[src/rtl/lfu_pkg.sv]
// Shared constants and controller/datapath interface types for the LFU cache table.
package lfu_pkg;

	localparam int ENTRIES = 16;
	localparam int IDX_W   = (ENTRIES > 1) ? $clog2(ENTRIES) : 1;
	localparam int CNT_W   = $clog2(ENTRIES + 1);
	localparam int CAP_W   = 5;
	localparam int CMP_W   = (CNT_W > CAP_W) ? CNT_W : CAP_W;
	localparam int DATA_W  = 32;
	localparam int USE_W   = 16;
	localparam int STAMP_W = 32;

	localparam logic [CAP_W-1:0] CAP_RESET = 5'd16;
	localparam logic [USE_W-1:0] USE_MAX   = '1;
	localparam logic [IDX_W-1:0] IDX_LAST  = IDX_W'(ENTRIES - 1);

	localparam logic CMD_GET = 1'b0;
	localparam logic CMD_PUT = 1'b1;

	// controller -> datapath
	typedef struct packed {
		logic load;
		logic step;
		logic commit;
	} lfu_cmd_t;

	// datapath -> controller
	typedef struct packed {
		logic scan_last;
		logic out_free;
	} lfu_sts_t;

endpackage

[src/rtl/lfu_ctrl.sv]
// Sequencer: accepts an item, steps the entry scan, then commits the result.
module lfu_ctrl
	import lfu_pkg::*;
(
	input  logic     clk,
	input  logic     arst_n,
	input  logic     in_valid,
	output logic     in_stall,
	input  lfu_sts_t sts,
	output lfu_cmd_t cmd_o
);

	typedef enum logic [1:0] {
		ST_IDLE,
		ST_SCAN,
		ST_COMMIT
	} state_t;

	state_t state_q;

	assign in_stall = (state_q != ST_IDLE);

	always_comb begin
		cmd_o = '0;
		unique case (state_q)
			ST_IDLE:   cmd_o.load   = in_valid;
			ST_SCAN:   cmd_o.step   = 1'b1;
			ST_COMMIT: cmd_o.commit = sts.out_free;
			default:   cmd_o = '0;
		endcase
	end

	always_ff @(posedge clk or negedge arst_n) begin
		if (!arst_n) begin
			state_q <= ST_IDLE;
		end else begin
			unique case (state_q)
				ST_IDLE: begin
					if (in_valid) state_q <= ST_SCAN;
				end
				ST_SCAN: begin
					if (sts.scan_last) state_q <= ST_COMMIT;
				end
				ST_COMMIT: begin
					if (sts.out_free) state_q <= ST_IDLE;
				end
				default: state_q <= ST_IDLE;
			endcase
		end
	end

endmodule

[src/rtl/lfu_dp.sv]
// Entry store, scan accumulators, commit logic and result register.
module lfu_dp
	import lfu_pkg::*;
(
	input  logic                     clk,
	input  logic                     arst_n,
	input  lfu_cmd_t                 cmd_i,
	output lfu_sts_t                 sts,
	input  logic                     cfg_we,
	input  logic [CAP_W-1:0]         cfg_data,
	input  logic                     cmd,
	input  logic signed [DATA_W-1:0] key,
	input  logic signed [DATA_W-1:0] value,
	output logic                     out_valid,
	input  logic                     out_stall,
	output logic                     hit,
	output logic signed [DATA_W-1:0] read_value,
	output logic                     evicted
);

	// entry store
	logic [ENTRIES-1:0]       valid_q;
	logic [DATA_W-1:0]        key_mem_q   [ENTRIES];
	logic [DATA_W-1:0]        val_mem_q   [ENTRIES];
	logic [USE_W-1:0]         use_mem_q   [ENTRIES];
	logic [STAMP_W-1:0]       stamp_mem_q [ENTRIES];
	logic [STAMP_W-1:0]       stamp_q;
	logic [CAP_W-1:0]         capacity_q;

	// item held during the scan
	logic                     cmd_q;
	logic [DATA_W-1:0]        key_q;
	logic [DATA_W-1:0]        value_q;
	logic [IDX_W-1:0]         idx_q;

	// scan accumulators
	logic                     match_q;
	logic [IDX_W-1:0]         match_idx_q;
	logic [DATA_W-1:0]        match_val_q;
	logic [USE_W-1:0]         match_use_q;
	logic [CNT_W-1:0]         used_q;
	logic                     free_q;
	logic [IDX_W-1:0]         free_idx_q;
	logic                     vic_q;
	logic [IDX_W-1:0]         vic_idx_q;
	logic [USE_W-1:0]         vic_use_q;
	logic [STAMP_W-1:0]       vic_age_q;

	logic                     out_valid_q;
	logic                     hit_q;
	logic [DATA_W-1:0]        rd_q;
	logic                     ev_q;

	// current scan entry
	logic                     rd_vld;
	logic [USE_W-1:0]         rd_use;
	logic [STAMP_W-1:0]       rd_age;
	logic                     better;

	// commit decision
	logic [CMP_W-1:0]         cap_ext;
	logic [CMP_W-1:0]         cap_lim;
	logic                     cap_nz;
	logic                     is_put;
	logic                     do_evict;
	logic                     do_insert;
	logic                     do_touch;
	logic                     do_vwrite;
	logic [IDX_W-1:0]         ins_idx;
	logic [USE_W-1:0]         use_inc;

	assign rd_vld = valid_q[idx_q];
	assign rd_use = use_mem_q[idx_q];
	assign rd_age = stamp_q - stamp_mem_q[idx_q];
	assign better = !vic_q || (rd_use < vic_use_q) ||
			((rd_use == vic_use_q) && (rd_age > vic_age_q));

	assign cap_ext   = CMP_W'(capacity_q);
	assign cap_lim   = (cap_ext > CMP_W'(ENTRIES)) ? CMP_W'(ENTRIES) : cap_ext;
	assign cap_nz    = (cap_lim != '0);
	assign is_put    = (cmd_q == CMD_PUT);
	assign do_evict  = is_put && cap_nz && !match_q && vic_q &&
			(CMP_W'(used_q) >= cap_lim);
	assign do_insert = is_put && cap_nz && !match_q && (do_evict || free_q);
	assign do_touch  = match_q && (!is_put || cap_nz);
	assign do_vwrite = match_q && is_put && cap_nz;
	assign ins_idx   = do_evict ? vic_idx_q : free_idx_q;
	assign use_inc   = (match_use_q == USE_MAX) ? match_use_q : match_use_q + 1'b1;

	assign sts.scan_last = (idx_q == IDX_LAST);
	assign sts.out_free  = !out_valid_q || !out_stall;

	assign out_valid  = out_valid_q;
	assign hit        = hit_q;
	assign read_value = rd_q;
	assign evicted    = ev_q;

	// control state
	always_ff @(posedge clk or negedge arst_n) begin
		if (!arst_n) begin
			valid_q     <= '0;
			stamp_q     <= '0;
			capacity_q  <= CAP_RESET;
			out_valid_q <= 1'b0;
		end else begin
			if (cfg_we) capacity_q <= cfg_data;
			if (cmd_i.commit && do_insert) valid_q[ins_idx] <= 1'b1;
			if (cmd_i.commit && (do_touch || do_insert)) stamp_q <= stamp_q + 1'b1;
			if (cmd_i.commit) begin
				out_valid_q <= 1'b1;
			end else if (!out_stall) begin
				out_valid_q <= 1'b0;
			end
		end
	end

	// entry payload, written once per item at one slot
	always_ff @(posedge clk) begin
		if (cmd_i.commit) begin
			if (do_insert) begin
				key_mem_q[ins_idx]   <= key_q;
				val_mem_q[ins_idx]   <= value_q;
				use_mem_q[ins_idx]   <= USE_W'(1);
				stamp_mem_q[ins_idx] <= stamp_q;
			end else if (do_touch) begin
				use_mem_q[match_idx_q]   <= use_inc;
				stamp_mem_q[match_idx_q] <= stamp_q;
				if (do_vwrite) val_mem_q[match_idx_q] <= value_q;
			end
		end
	end

	// item capture and scan, one entry a cycle
	always_ff @(posedge clk or negedge arst_n) begin
		if (!arst_n) begin
			idx_q   <= '0;
			match_q <= 1'b0;
			free_q  <= 1'b0;
			vic_q   <= 1'b0;
			used_q  <= '0;
		end else if (cmd_i.load) begin
			idx_q   <= '0;
			match_q <= 1'b0;
			free_q  <= 1'b0;
			vic_q   <= 1'b0;
			used_q  <= '0;
		end else if (cmd_i.step) begin
			idx_q <= sts.scan_last ? '0 : idx_q + 1'b1;
			if (rd_vld) begin
				used_q <= used_q + 1'b1;
				if (!match_q && (key_mem_q[idx_q] == key_q)) match_q <= 1'b1;
				if (better) vic_q <= 1'b1;
			end else if (!free_q) begin
				free_q <= 1'b1;
			end
		end
	end

	always_ff @(posedge clk) begin
		if (cmd_i.load) begin
			cmd_q   <= cmd;
			key_q   <= key;
			value_q <= value;
		end
		if (cmd_i.step) begin
			if (rd_vld) begin
				if (!match_q && (key_mem_q[idx_q] == key_q)) begin
					match_idx_q <= idx_q;
					match_val_q <= val_mem_q[idx_q];
					match_use_q <= rd_use;
				end
				if (better) begin
					vic_idx_q <= idx_q;
					vic_use_q <= rd_use;
					vic_age_q <= rd_age;
				end
			end else if (!free_q) begin
				free_idx_q <= idx_q;
			end
		end
		if (cmd_i.commit) begin
			hit_q <= match_q;
			ev_q  <= do_evict;
			if (is_put) begin
				rd_q <= '0;
			end else if (match_q) begin
				rd_q <= match_val_q;
			end else begin
				rd_q <= '1;
			end
		end
	end

endmodule

[src/rtl/lfu_cache_table_unit.sv]
// Top level of the LFU key/value cache table.
//
//  channel | handshake             | beat
//  in      | in_valid / in_stall   | cmd, key, value
//  out     | out_valid / out_stall | hit, read_value, evicted
//  cfg     | cfg_valid / cfg_ready | cfg_data (capacity)
//
// An item passes through accept, a scan of the table slots, one slot per cycle, for
// the key match and victim scan, then a commit writing the chosen slot.
// The result register frees the scan: a new beat is taken while a result waits;
// commit holds only if the previous result is still stalled.
// Reset clears valid bits, stamp counter and sets capacity to 16; no clearing pass.
module lfu_cache_table_unit
	import lfu_pkg::*;
(
	input  logic                     clk,
	input  logic                     arst_n,
	input  logic                     in_valid,
	output logic                     in_stall,
	input  logic                     cmd,
	input  logic signed [DATA_W-1:0] key,
	input  logic signed [DATA_W-1:0] value,
	output logic                     out_valid,
	input  logic                     out_stall,
	output logic                     hit,
	output logic signed [DATA_W-1:0] read_value,
	output logic                     evicted,
	input  logic                     cfg_valid,
	output logic                     cfg_ready,
	input  logic [CAP_W-1:0]         cfg_data
);

	lfu_cmd_t cmd_w;
	lfu_sts_t sts_w;

	assign cfg_ready = 1'b1;

	lfu_ctrl u_ctrl (
		.clk      (clk),
		.arst_n   (arst_n),
		.in_valid (in_valid),
		.in_stall (in_stall),
		.sts      (sts_w),
		.cmd_o    (cmd_w)
	);

	lfu_dp u_dp (
		.clk        (clk),
		.arst_n     (arst_n),
		.cmd_i      (cmd_w),
		.sts        (sts_w),
		.cfg_we     (cfg_valid && cfg_ready),
		.cfg_data   (cfg_data),
		.cmd        (cmd),
		.key        (key),
		.value      (value),
		.out_valid  (out_valid),
		.out_stall  (out_stall),
		.hit        (hit),
		.read_value (read_value),
		.evicted    (evicted)
	);

endmodule

[config.mk]
export PLATFORM = sky130hd
export DESIGN_NAME = lfu_cache_table_unit
export DESIGN_NICKNAME = d
export VERILOG_FILES = /design/src/rtl/lfu_pkg.sv /design/src/rtl/lfu_ctrl.sv /design/src/rtl/lfu_dp.sv /design/src/rtl/lfu_cache_table_unit.sv
export SDC_FILE = /design/constraint.sdc
export NUM_CORES = 2
export LEC_CHECK = 0
export BUFFER_PORTS_ARGS = -buffer_cell sky130_fd_sc_hd__buf_2
export CORE_MARGIN = 3
export CORE_UTILIZATION = 45
export CTS_CLUSTER_DIAMETER = 150
export CTS_CLUSTER_SIZE = 16
export DETAILED_ROUTE_END_ITERATION = 7
export PLACE_DENSITY = 0.59
export SLEW_MARGIN = 20
export SYNTH_ARGS = -nofsm -noshare
export SYNTH_HDL_FRONTEND = slang
export SYNTH_SLANG_ARGS = --single-unit
[constraint.sdc]
create_clock -name clk -period 19.37 [get_ports clk]
set_clock_uncertainty 0.1 [all_clocks]
set_input_delay 0.9685 -clock clk [delete_from_list [all_inputs] [get_ports clk]]
set_output_delay 0.9685 -clock clk [all_outputs]
set_load 0.01 [all_outputs]
==> results.toml <==
[cells_and_area]
synthToLayoutAreaGrowth_pct = 9.62
utilization_pct = 49.8
area.sequential_um2 = 61700
multi_input_area_um2 = 18900
nets = 4609
drive_gt1_share_pct = 15.8
fill_cells = 14400

[timing]
max_slew_margin_pct = 24.9
fin_hold_ws_ns = 0.247
min_period_over_period_pct = 47.8
totalNegativeSetupSlack_ns = 0
tightestPinTransition_ns = 1.13
rsz0062_at_grt = "false"
slew_violations = 0
max_freq_mhz = 108
period_minus_slack_ns = 9.25
setup_violations = 0
hold_viol_final = 0

[die]
num_rows = 155
die_area_um2 = 186000
die_y_um = 432
start_util_pct = 45.5
num_io_pins = 112
die_w_um = 432
core_um2 = 179000

[job]
cap_violations = 0

[critical_path]
path_max_fanout = 53
r2r_setup_slack_ns = 10.12
crit_required_ns = 19.70
r2r_cells = 23
critPathLaunchType = "flop"
slowest_delay_ns = 0.88
worstReg2RegStart = "u_dp.idx_q[0]"
path_cells = "buf_4 -> buf_4 -> mux4_2 -> a221oi_1 -> ha_1 -> and3_1 -> and3_1 -> and4_1 -> a2111oi_0 -> o21ai_0 -> a221oi_1 -> nor3_1 -> a211o_1 -> ha_1 -> nand4_1 -> nor3_1 -> nand3_1 -> or3_1 -> o21a_1 -> o21ai_0 -> nor3_1 -> o211ai_1 -> buf_4"
worstPathArrival_ns = 9.58
end_kind = "flop"
cp_slowest_cell = "dfrtp_4"
reg2reg_to = "u_dp.vic_idx_q[1]"
critical_path_class = "flop to flop"

[cts]
clkLatencyLatePin_ns = 0.79
cts_tree = "built"
htreeDepth = 4
clkSinkCount = 2067
path_clk_slew_ns = 0.07
numCtsBuffers = 147
cts-root-buf = "clkbuf_16"
clock_path_buffers = 3

[synth]
synth_edf_count = 1999
synthFlopType = "edfxtp_1"
yosysWarningCount = 0
synth.distinct_cells = 69
ys_async_sr_fraction_pct = 3.29
synth_area_per_cell_um2 = 19.0
synthCells = 4292
synth_fp_nets = 4456
syn_area_um2 = 81600
ys_seq_area_share_pct = 75.7
synth.ff_latch_count = 2067

[routing]
detail_route.iter0.violations = 4136
routedWlPerCell_um = 28.1
dr.pass1.iters = 6
vias = 40600
viasPerCell = 5.92
route.detailed.drc = 0
final_antenna_net_count = 0
wl_um = 193000

[global_routing]
grt_pass1_vias = 41400
track_usage_pct = 20.6
grt_max_degree = 141
grt_pass1_wl_um = 283000
antenna_found_initial = 11
overflow = 0

[power_and_ir_drop]
power_density_nw_per_um2 = 125
peakVddDrop_uv = 151
leakagePower_nw = 30.1

[placed_design]
io_buffers = 110
dp_hpwl_um = 97100
gp_congestion = 0.766

[worst_hold_path]
min_path_type = "primary input to flop"
hold_path_end = "u_dp.value_q[30]"
holdPathStages = 1
min_from = "value[30]"

[status]
status = "complete, no violations"
[per-layer routing]
layer  global-route usage, %  wire length [um]  part of all wire [%]  up-vias
met5                       0                46                 0.024        -
met4                    4.09              3060                   1.6        8
met3                    3.02             10300                   5.3      220
met2                    34.5             96300                    50     1138
met1                    29.2             83000                    43    21500
li1                        -                 -                     -    17800
[critical path, delay by kind of cell (launching register included)]
family | cells | cell delay (ns)
flip-flops | 1 | 0.88
AND/OR/NAND/NOR | 9 | 1.82
buffers and inverters | 3 | 2.19
multiplexers | 1 | 0.60
AO/OA/AOI/OAI | 8 | 2.49
adder cells (fa/ha/maj) | 2 | 0.64
[state kept, by name (all words and copies together) (netlist names), 32 cells and up]
signal and flops:
u_dp.key_mem_q 512, u_dp.vic_age_q 32, u_dp.use_mem_q 256, u_dp.value_q 32, u_dp.val_mem_q 512, u_dp.stamp_mem_q 512
u_dp.read_value 32, u_dp.stamp_q 32, u_dp.key_q 32, u_dp.match_val_q 32
[power breakdown]
group          switching (mW)  total (mW)  leakage [nW]  internal [mW]
clock                    1.45        2.86          1.96           1.41
combinational            1.78        3.02          8.49           1.24
sequential              0.176        5.28          19.7           5.10
[placed cells by master, fill, tap and decap left out, types with 46 or more instances in the layout]
cell type / count
edfxtp_1: 1999
mux2i_1: 372
mux4_2: 273
a221oi_1: 220
clkbuf_16: 149
nor2_1: 127
nand2_1: 126
buf_2: 109
inv_1: 107
o21ai_0: 92
ha_1: 88
buf_4: 86
a21oi_1: 83
a22oi_1: 65
xor2_1: 62
dfrtp_1: 62
nor2_4: 49
clkbuf_1: 46
[final cells by class]
cell class,instances,share of cell area [%]
diodes,1,0.00280
inverters,109,0.465
clock inverters,12,0.175
clock buffers,195,4.36
multi-input cells,1919,21.2
flip-flops and latches,2067,69.1
repair buffers,201,1.46
well taps,2355,3.30
[Yosys cell counts, drive strengths merged (86+ instances only)]
| cell | number | share of area, % |
|---|---|---|
| a21oi | 86 | 0.54 |
| a221oi | 220 | 2.4 |
| buf | 88 | 0.58 |
| clkbuf | 109 | 0.50 |
| edfxtp | 1999 | 74 |
| ha | 88 | 1.3 |
| inv | 108 | 0.50 |
| mux2i | 372 | 4.6 |
| mux4 | 276 | 7.6 |
| nand2 | 126 | 0.58 |
| nor2 | 176 | 0.81 |
| o21ai | 93 | 0.57 |
[through the flow]
| stage | worst slack [ns] | instances | cell area, um^2 | power [mW] |
|---|---|---|---|---|
| 2_1_floorplan | 9.29 | 4292 | 81600 | 7.56 |
| 3_3_place_gp | 9.92 | 6650 | 85300 | 8.41 |
| 3_5_place_dp | 10.04 | 6650 | 85300 | 8.43 |
| 4_1_cts | 10.02 | 6858 | 89400 | 11.3 |
| 5_1_grt | 9.24 | 6858 | 89400 | 11.7 |
| 6_report | 10.12 | 6859 | 89400 | 11.2 |
[worst max-delay path by stage]
stage | start | to | slack [ns] | depth (start not counted)
after floorplan | u_dp.idx_q[0] | u_dp.vic_age_q[0] | 9.29 | 29
after global placement | u_dp.idx_q[0] | u_dp.vic_use_q[5] | 9.92 | 23
after detailed placement | u_dp.idx_q[0] | u_dp.vic_use_q[4] | 10.04 | 23
after CTS | u_dp.idx_q[0] | u_dp.vic_use_q[4] | 10.02 | 23
after global routing | u_dp.idx_q[0] | u_dp.vic_idx_q[0] | 9.24 | 26
final | u_dp.idx_q[0] | u_dp.vic_idx_q[1] | 10.12 | 23
[cells by family after synthesis]
kind of cell | synth area share [%]
DFF | 75.7
muxes | 12.3
AOI/OAI and AO/OA | 5.22
and+or+nand+nor | 2.77
buffers and inverters | 1.59
xor gates and xnor gates | 1.10
adders and majority gates | 1.37
other | 0.00460
[what timing repair did]
| item | CTS | global route |
|---|---|---|
| setup buffers | 0 | 0 |
| resized for setup | 0 | 0 |
| endpoints found under the hold margin | 16 | 0 |
| hold buffers | 1 | 0 |
No activity file was read; power rests on OpenSTA's default activity.
